**src/rtl/hsvrgb_pkg.sv**
```systemverilog
// ----------------------------------------------------------------------------
// hsvrgb_pkg
// Types, constants and stage records shared by the HSV to RGB pipeline.
// ----------------------------------------------------------------------------
package hsvrgb_pkg;

	localparam int FRACTION_BITS = 8;
	localparam int ONE           = 1 << FRACTION_BITS;
	localparam int DEG_PER_SEC   = 60;
	localparam int CHAN_MAX      = 255;
	localparam int W_FULL        = DEG_PER_SEC * ONE;
	localparam int DEN_SHIFT     = 2 * FRACTION_BITS;

	// hue / 60 as multiply by reciprocal, exact for all 16-bit hues
	localparam int HUE_SHIFT     = 22;
	localparam int HUE_RECIP     = ((1 << HUE_SHIFT) + DEG_PER_SEC - 1) / DEG_PER_SEC;

	// y / 60 for y below the saturation limit
	localparam int Q_SHIFT       = 20;
	localparam int Q_RECIP       = ((1 << Q_SHIFT) + DEG_PER_SEC - 1) / DEG_PER_SEC;
	localparam int Q_LIMIT       = (CHAN_MAX + 1) * DEG_PER_SEC;

	typedef enum logic [2:0] {
		SEC_RED_YEL = 3'd0,
		SEC_YEL_GRN = 3'd1,
		SEC_GRN_CYN = 3'd2,
		SEC_CYN_BLU = 3'd3,
		SEC_BLU_MAG = 3'd4,
		SEC_MAG_RED = 3'd5
	} sector_t;

	typedef struct packed {
		logic [15:0] hue;
		logic [8:0]  saturation;
		logic [8:0]  brightness_value;
	} pixel_t;

	typedef struct packed {
		logic [7:0]  red;
		logic [7:0]  green;
		logic [7:0]  blue;
		logic [31:0] packed_pixel;
	} color_t;

	// after hue decode
	typedef struct packed {
		sector_t     sec;
		logic [5:0]  rem;
		logic [8:0]  sat;
		logic [8:0]  val;
	} decode_t;

	// raw products, before scaling by 255
	typedef struct packed {
		sector_t            sec;
		logic [8:0]         vv;
		logic signed [20:0] pp;
		logic signed [26:0] pq;
		logic signed [26:0] pt;
	} prod_t;

	// scaled and shifted, ready for the final divide by 60
	typedef struct packed {
		sector_t     sec;
		logic [7:0]  vv;
		logic [7:0]  p;
		logic        q_zero;
		logic        q_sat;
		logic [13:0] q_y;
		logic        t_zero;
		logic        t_sat;
		logic [13:0] t_y;
	} scaled_t;

endpackage

```
**src/rtl/hsvrgb_sector.sv**
```systemverilog
// ----------------------------------------------------------------------------
// hsvrgb_sector
// Two stages: hue / 60 by reciprocal, then remainder and sector code.
// ----------------------------------------------------------------------------
module hsvrgb_sector import hsvrgb_pkg::*; (
	input  logic    clk,
	input  logic    arst_n,
	input  logic    in_valid,
	input  pixel_t  pixel,
	output logic    out_valid,
	output decode_t dec
);

	logic        valid_s1;
	logic [10:0] quot_s1;
	pixel_t      pix_s1;
	logic        valid_s2;
	decode_t     dec_s2;

	logic [32:0] quot_prod;
	logic [15:0] quot_x60;
	logic [15:0] rem_full;

	assign quot_prod = {17'd0, pixel.hue} * 33'(HUE_RECIP);
	assign quot_x60  = 16'({5'd0, quot_s1} * 16'(DEG_PER_SEC));
	assign rem_full  = pix_s1.hue - quot_x60;

	always_ff @(posedge clk or negedge arst_n) begin
		if (!arst_n) begin
			valid_s1 <= 1'b0;
			valid_s2 <= 1'b0;
		end else begin
			valid_s1 <= in_valid;
			valid_s2 <= valid_s1;
		end
	end

	always_ff @(posedge clk) begin
		quot_s1 <= quot_prod[HUE_SHIFT +: 11];
		pix_s1  <= pixel;
		dec_s2.rem <= rem_full[5:0];
		dec_s2.sat <= pix_s1.saturation;
		dec_s2.val <= pix_s1.brightness_value;
		if (quot_s1 >= 11'(SEC_MAG_RED))
			dec_s2.sec <= SEC_MAG_RED;
		else
			dec_s2.sec <= sector_t'(quot_s1[2:0]);
	end

	assign out_valid = valid_s2;
	assign dec       = dec_s2;

endmodule

```
**src/rtl/hsvrgb_weight.sv**
```systemverilog
// ----------------------------------------------------------------------------
// hsvrgb_weight
// Two stages: saturation weights for p, q and t, then products with value.
// ----------------------------------------------------------------------------
module hsvrgb_weight import hsvrgb_pkg::*; (
	input  logic    clk,
	input  logic    arst_n,
	input  logic    in_valid,
	input  decode_t dec,
	output logic    out_valid,
	output prod_t   prod
);

	logic               valid_s3;
	sector_t            sec_s3;
	logic [8:0]         val_s3;
	logic signed [10:0] wp_s3;
	logic signed [16:0] wq_s3;
	logic signed [16:0] wt_s3;
	logic               valid_s4;
	prod_t              prod_s4;

	logic [5:0]  rem_inv;
	logic [14:0] rs;
	logic [14:0] rts;
	logic [16:0] vv_full;

	assign rem_inv = 6'(DEG_PER_SEC) - dec.rem;
	assign rs      = {9'd0, dec.rem} * {6'd0, dec.sat};
	assign rts     = {9'd0, rem_inv} * {6'd0, dec.sat};
	assign vv_full = {8'd0, val_s3} * 17'(CHAN_MAX);

	always_ff @(posedge clk or negedge arst_n) begin
		if (!arst_n) begin
			valid_s3 <= 1'b0;
			valid_s4 <= 1'b0;
		end else begin
			valid_s3 <= in_valid;
			valid_s4 <= valid_s3;
		end
	end

	always_ff @(posedge clk) begin
		sec_s3 <= dec.sec;
		val_s3 <= dec.val;
		wp_s3  <= 11'(ONE) - {2'd0, dec.sat};
		wq_s3  <= 17'(W_FULL) - {2'd0, rs};
		wt_s3  <= 17'(W_FULL) - {2'd0, rts};

		prod_s4.sec <= sec_s3;
		prod_s4.vv  <= vv_full[FRACTION_BITS +: 9];
		prod_s4.pp  <= $signed({1'b0, val_s3}) * wp_s3;
		prod_s4.pq  <= $signed({1'b0, val_s3}) * wq_s3;
		prod_s4.pt  <= $signed({1'b0, val_s3}) * wt_s3;
	end

	assign out_valid = valid_s4;
	assign prod      = prod_s4;

endmodule

```
**src/rtl/hsvrgb_scale.sv**
```systemverilog
// ----------------------------------------------------------------------------
// hsvrgb_scale
// One stage: scale by 255, drop the fraction bits and flag clamps.
// ----------------------------------------------------------------------------
module hsvrgb_scale import hsvrgb_pkg::*; (
	input  logic    clk,
	input  logic    arst_n,
	input  logic    in_valid,
	input  prod_t   prod,
	output logic    out_valid,
	output scaled_t scaled
);

	logic    valid_s5;
	scaled_t scaled_s5;

	logic signed [28:0] pp_ext;
	logic signed [28:0] p_num;
	logic signed [34:0] pq_ext;
	logic signed [34:0] pt_ext;
	logic signed [34:0] q_num;
	logic signed [34:0] t_num;
	logic [8:0]         p_y;
	logic [14:0]        q_y;
	logic [14:0]        t_y;

	assign pp_ext = 29'(prod.pp);
	assign pq_ext = 35'(prod.pq);
	assign pt_ext = 35'(prod.pt);
	assign p_num  = (pp_ext <<< 8) - pp_ext;
	assign q_num  = (pq_ext <<< 8) - pq_ext;
	assign t_num  = (pt_ext <<< 8) - pt_ext;
	assign p_y    = p_num[DEN_SHIFT +: 9];
	assign q_y    = q_num[DEN_SHIFT +: 15];
	assign t_y    = t_num[DEN_SHIFT +: 15];

	always_ff @(posedge clk or negedge arst_n) begin
		if (!arst_n)
			valid_s5 <= 1'b0;
		else
			valid_s5 <= in_valid;
	end

	always_ff @(posedge clk) begin
		scaled_s5.sec <= prod.sec;
		scaled_s5.vv  <= (prod.vv > 9'(CHAN_MAX)) ? 8'(CHAN_MAX) : prod.vv[7:0];
		if (prod.pp < 0)
			scaled_s5.p <= 8'd0;
		else if (p_y > 9'(CHAN_MAX))
			scaled_s5.p <= 8'(CHAN_MAX);
		else
			scaled_s5.p <= p_y[7:0];
		scaled_s5.q_zero <= prod.pq < 0;
		scaled_s5.q_sat  <= q_y >= 15'(Q_LIMIT);
		scaled_s5.q_y    <= q_y[13:0];
		scaled_s5.t_zero <= prod.pt < 0;
		scaled_s5.t_sat  <= t_y >= 15'(Q_LIMIT);
		scaled_s5.t_y    <= t_y[13:0];
	end

	assign out_valid = valid_s5;
	assign scaled    = scaled_s5;

endmodule

```
**src/rtl/hsvrgb_out.sv**
```systemverilog
// ----------------------------------------------------------------------------
// hsvrgb_out
// Final stage: divide q and t by 60, pick channels by sector, pack GRBW.
// ----------------------------------------------------------------------------
module hsvrgb_out import hsvrgb_pkg::*; (
	input  logic    clk,
	input  logic    arst_n,
	input  logic    in_valid,
	input  scaled_t scaled,
	output logic    out_valid,
	output color_t  color
);

	logic   valid_s6;
	color_t color_s6;

	logic [28:0] q_prod;
	logic [28:0] t_prod;
	logic [7:0]  q;
	logic [7:0]  t;
	logic [7:0]  rd;
	logic [7:0]  gr;
	logic [7:0]  bl;

	assign q_prod = {15'd0, scaled.q_y} * 29'(Q_RECIP);
	assign t_prod = {15'd0, scaled.t_y} * 29'(Q_RECIP);

	always_comb begin
		if (scaled.q_zero)
			q = 8'd0;
		else if (scaled.q_sat)
			q = 8'(CHAN_MAX);
		else
			q = q_prod[Q_SHIFT +: 8];
		if (scaled.t_zero)
			t = 8'd0;
		else if (scaled.t_sat)
			t = 8'(CHAN_MAX);
		else
			t = t_prod[Q_SHIFT +: 8];
	end

	always_comb begin
		case (scaled.sec)
			SEC_RED_YEL: begin
				rd = scaled.vv; gr = t;         bl = scaled.p;
			end
			SEC_YEL_GRN: begin
				rd = q;         gr = scaled.vv; bl = scaled.p;
			end
			SEC_GRN_CYN: begin
				rd = scaled.p;  gr = scaled.vv; bl = t;
			end
			SEC_CYN_BLU: begin
				rd = scaled.p;  gr = q;         bl = scaled.vv;
			end
			SEC_BLU_MAG: begin
				rd = t;         gr = scaled.p;  bl = scaled.vv;
			end
			default: begin
				rd = scaled.vv; gr = scaled.p;  bl = q;
			end
		endcase
	end

	always_ff @(posedge clk or negedge arst_n) begin
		if (!arst_n)
			valid_s6 <= 1'b0;
		else
			valid_s6 <= in_valid;
	end

	always_ff @(posedge clk) begin
		color_s6.red          <= rd;
		color_s6.green        <= gr;
		color_s6.blue         <= bl;
		color_s6.packed_pixel <= {gr, rd, bl, 8'd0};
	end

	assign out_valid = valid_s6;
	assign color     = color_s6;

endmodule

```
**src/rtl/hsv_to_rgb_pixel.sv**
```systemverilog
// ----------------------------------------------------------------------------
// hsv_to_rgb_pixel
// HSV to RGB pixel converter, six-stage pipeline.
//
// input: a transaction is taken at a rising edge with start high and busy
// low; pixel carries hue in degrees, saturation and value in 1/256 units.
// busy is held low, so one pixel can be taken on every clock.
// output: done is high for one cycle with color holding red, green, blue
// and the packed GRBW word (white zero); the receiver takes it at the
// edge that ends that cycle and cannot hold it off.
// pipeline: done rises once the pixel has passed all six register
// stages in order: hue decode, remainder, weights, products, scaling,
// divide/select; throughput one pixel per cycle, as busy never stalls.
// reset: arst_n clears all stage valid bits; no transaction is in flight
// after reset and done stays low until a new pixel has gone through.
// ----------------------------------------------------------------------------
module hsv_to_rgb_pixel import hsvrgb_pkg::*; (
	input  logic   clk,
	input  logic   arst_n,
	input  logic   start,
	output logic   busy,
	input  pixel_t pixel,
	output logic   done,
	output color_t color
);

	logic    dec_valid;
	decode_t dec;
	logic    prod_valid;
	prod_t   prod;
	logic    scaled_valid;
	scaled_t scaled;

	assign busy = 1'b0;

	hsvrgb_sector u_sector (
		.clk       (clk),
		.arst_n    (arst_n),
		.in_valid  (start & ~busy),
		.pixel     (pixel),
		.out_valid (dec_valid),
		.dec       (dec)
	);

	hsvrgb_weight u_weight (
		.clk       (clk),
		.arst_n    (arst_n),
		.in_valid  (dec_valid),
		.dec       (dec),
		.out_valid (prod_valid),
		.prod      (prod)
	);

	hsvrgb_scale u_scale (
		.clk       (clk),
		.arst_n    (arst_n),
		.in_valid  (prod_valid),
		.prod      (prod),
		.out_valid (scaled_valid),
		.scaled    (scaled)
	);

	hsvrgb_out u_out (
		.clk       (clk),
		.arst_n    (arst_n),
		.in_valid  (scaled_valid),
		.scaled    (scaled),
		.out_valid (done),
		.color     (color)
	);

endmodule
```
**config.mk**
```make
export PLATFORM = sky130hd
export DESIGN_NAME = hsv_to_rgb_pixel
export DESIGN_NICKNAME = d
export VERILOG_FILES = /design/src/rtl/hsvrgb_pkg.sv /design/src/rtl/hsvrgb_sector.sv /design/src/rtl/hsvrgb_weight.sv /design/src/rtl/hsvrgb_scale.sv /design/src/rtl/hsvrgb_out.sv /design/src/rtl/hsv_to_rgb_pixel.sv
export SDC_FILE = /design/constraint.sdc
export NUM_CORES = 2
export LEC_CHECK = 0
export ABC_AREA = 0
export BUFFER_PORTS_ARGS = -buffer_cell sky130_fd_sc_hd__buf_2
export CAP_MARGIN = 20
export CORE_UTILIZATION = 50
export DETAILED_ROUTE_END_ITERATION = 10
export PLACE_DENSITY_LB_ADDON = 0.05
export SETUP_SLACK_MARGIN = 0.5
export SLEW_MARGIN = 15
export SYNTH_ARGS = -nofsm -noshare
export SYNTH_HDL_FRONTEND = slang
export SYNTH_SLANG_ARGS = --single-unit
```
**constraint.sdc**
```tcl
create_clock -name clk -period 7.7 [get_ports clk]
set_clock_uncertainty 0.2 [all_clocks]
set_input_delay 0.77 -clock clk [delete_from_list [all_inputs] [get_ports clk]]
set_output_delay 0.77 -clock clk [all_outputs]
set_load 0.01 [all_outputs]
```
==> results.txt <==
Final core utilization = 53.9%
Unrepaired setup endpoints after global routing = no
Syn Area/Cell = 9.39 um^2
GRT Total Usage = 22.6%
Ys async rst share = 2.15%
Slew Viols, Final = 0
CTS resizes = 0
Area contributors post-synth = fa_1, ha_1, dfxtp_1
Max Cap Viol = 0
CP dominant cell by count = fa_1
Final Hold Vio Count = 0
Global placement routability congestion = 0.898
DR iter-0 viols = 794
Critical Path RT = 7.93 ns
Share of layout cells above drive strength 1 = 5.42%
Die ar. = 70,800 um^2
IO Pins = 95
DRC = 0
Hold Worst Slack = 0.106 ns
Global-route wire length before repair = 130,000 um
Hold crit path type = input port to flip-flop
Sequential element share of the synthesized area = 16.1%
Yosys top cell area share = 25.9%
Routed WL = 76,100 um
Max Fclk = 157 MHz
Clk sinks = 279
Core ar. = 68,800 um^2
Final Cycle Share = 82.8%
Initial antenna violation count = 0
Synth-to-Final Area Change = 6.55%
Slew margin rel. = 25.8%
Avg WL per Cell = 16.2 um
Post-synth cell types = 80
Pre-antenna DRT Iters = 5
CTS Buf Count = 34
WS Path Type = flip-flop to flip-flop
Slowest-stage cell, CP = dfxtp_1
CTS clock-pin slew for the worst setup and hold paths = 0.06 ns
Tmin final = 6.38 ns
Vias in the first global route = 26.5k
Gate count after technology mapping = 3,712
Max Root-Sink Buffers = 3
Crit-path max cell delay = 1.00 ns
Clk_lat worst skew = 0.56 ns
DRT antenna net count = 0
Worst-margin pin slew = 1.11 ns
Setup crit end kind = flip-flop
Top FF cell, synth = dfxtp_1
Vias per cell = 5.16
Core Rows = 96
Buffers on Ports = 85
TNS Setup = 0 ns
Status = finished, final reports clean
Synth Register Bits = 279
Starting Density = 50.6%
Yosys Warn Count = 0
TritonCTS clock tree = done
Yosys top cell by area = fa_1
Cell chain of the critical path = buf_4, nand2_1, fa_1, fa_1, inv_1, fa_1, inv_1, fa_1, fa_1, inv_1, ha_1, a21o_1, a21oi_1, nand2b_1, o31ai_1, o21ai_1, a221oi_1, o21bai_1, xnor2_1
Post-Syn Area = 34,800 um^2
Most common cell after layout, fill and taps aside = inv_1
DP HPWL = 63,400 um
Worst-path maximum fanout = 26
N_diodes = 0
Die H = 266 um
Max H-tree Level = 2
Number of synthesized flops with an enable pin = 0
Postcts setup bufs = 0
Grt ovf = 0
Crit path arrival time = 6.61 ns
CP Launch Type = flip-flop
Pin count of the biggest net entering global routing = 50
Via count = 24.2k
Root buf cell = clkbuf_16
Horiz. Die Dim = 266 um
Nets = 4,847
Final Setup Violations = 0
Most frequent cells in the layout = inv_1, ha_1, fa_1, and2_1, nand2_1
[logic make-up after synthesis]
logic type | share of synthesized area [%]
DFF | 16.1
AOI/OAI and AO/OA | 8.48
xor gates and xnor gates | 4.45
adders and majority gates | 48.2
muxes | 0.320
buffers and inverters | 9.25
other | 0.0108
and+or+nand+nor | 13.2
[flip-flops by register name (all words and copies together) (netlist names), 9 cells and up]
register          count
u_weight.prod        83
u_scale.scaled       51
u_sector.dec         27
u_out.color          24
u_sector.pix_s1      24
u_weight.wq_s3       16
u_weight.wt_s3       15
u_sector.quot_s1     11
u_weight.wp_s3       10
u_weight.val_s3       9
[final cells by class]
class	instances	area (um^2)
fill	6339	31700
multi-input combinational	2616	26000
sequential	279	5620
inverter	707	2650
tap	931	1160
clock buffer	41	927
timing repair buffer	100	541
clock inverter	20	184
[cell usage after synthesis (all sizes together) (7+ instances only)]
master and instances:
nand2b 23, inv 707, nor2 120, or3 13
o21bai 17, o211ai 16, xnor2 120, and2 281
nand2 275, nor2b 27, buf 41, o21ai 74
o21a 18, a21o 54, mux2i 10, clkbuf 77
a21oi 131, fa 451, xor2 57, nor4 7
or2 27, o31ai 12, and3 18, a211oi 27
ha 621, a31oi 18, dfxtp 273, nand3 32
nand4 16, nor3 43
[stage by stage]
| stage | cells | area, um^2 | worst slack [ns] |
|---|---|---|---|
| after CTS | 4694 | 37100 | 1.33 |
| after global placement | 4632 | 36000 | 1.47 |
| after detailed placement | 4632 | 36000 | 1.34 |
| final | 4694 | 37100 | 1.32 |
| after global routing | 4694 | 37100 | 1.00 |
| after floorplan | 3720 | 34900 | 1.98 |
[worst paths after layout]
kind	startpoint	endpoint	slack (ns)	cells past startpoint
min in group asynchronous	arst_n	u_sector.out_valid	0.35	2
max in group asynchronous	arst_n	u_scale.out_valid	6.81	2
worst max-delay path	u_weight.val_s3[6]	u_weight.prod[25]	1.32	19
worst max register to register	u_weight.val_s3[6]	u_weight.prod[25]	1.32	19
worst min register to register	u_weight.sec_s3[0]	u_weight.prod[84]	0.11	0
worst min-delay path	start	u_sector.valid_s1	0.11	1
[worst max-delay path, delay by kind of cell, from the launching register on]
kind | cells | cell delay, ns
simple gates | 2 | 0.20
xor+xnor | 1 | 0.13
compound gates | 6 | 1.56
flops | 1 | 1.00
fa+ha+maj | 6 | 2.62
buf+inv | 4 | 0.54
[per-layer routing]
metal	GRT usage (%)	vias to the layer above	routed length, um
li1	-	11900	-
met1	29.0	11900	34800
met2	40.1	323	37300
met3	2.55	95	2260
met4	5.95	0	1740
met5	0	-	0
[repair_timing]
| action | CTS | global route |
|---|---|---|
| setup endpoints to repair | 0 | 0 |
| hold buffers | 1 | 0 |
| hold endpoints to repair | 6 | 0 |
Power is left out: the tool's default activity adds up to more than one toggle a clock period on the data nets, which glitch-free logic cannot reach.
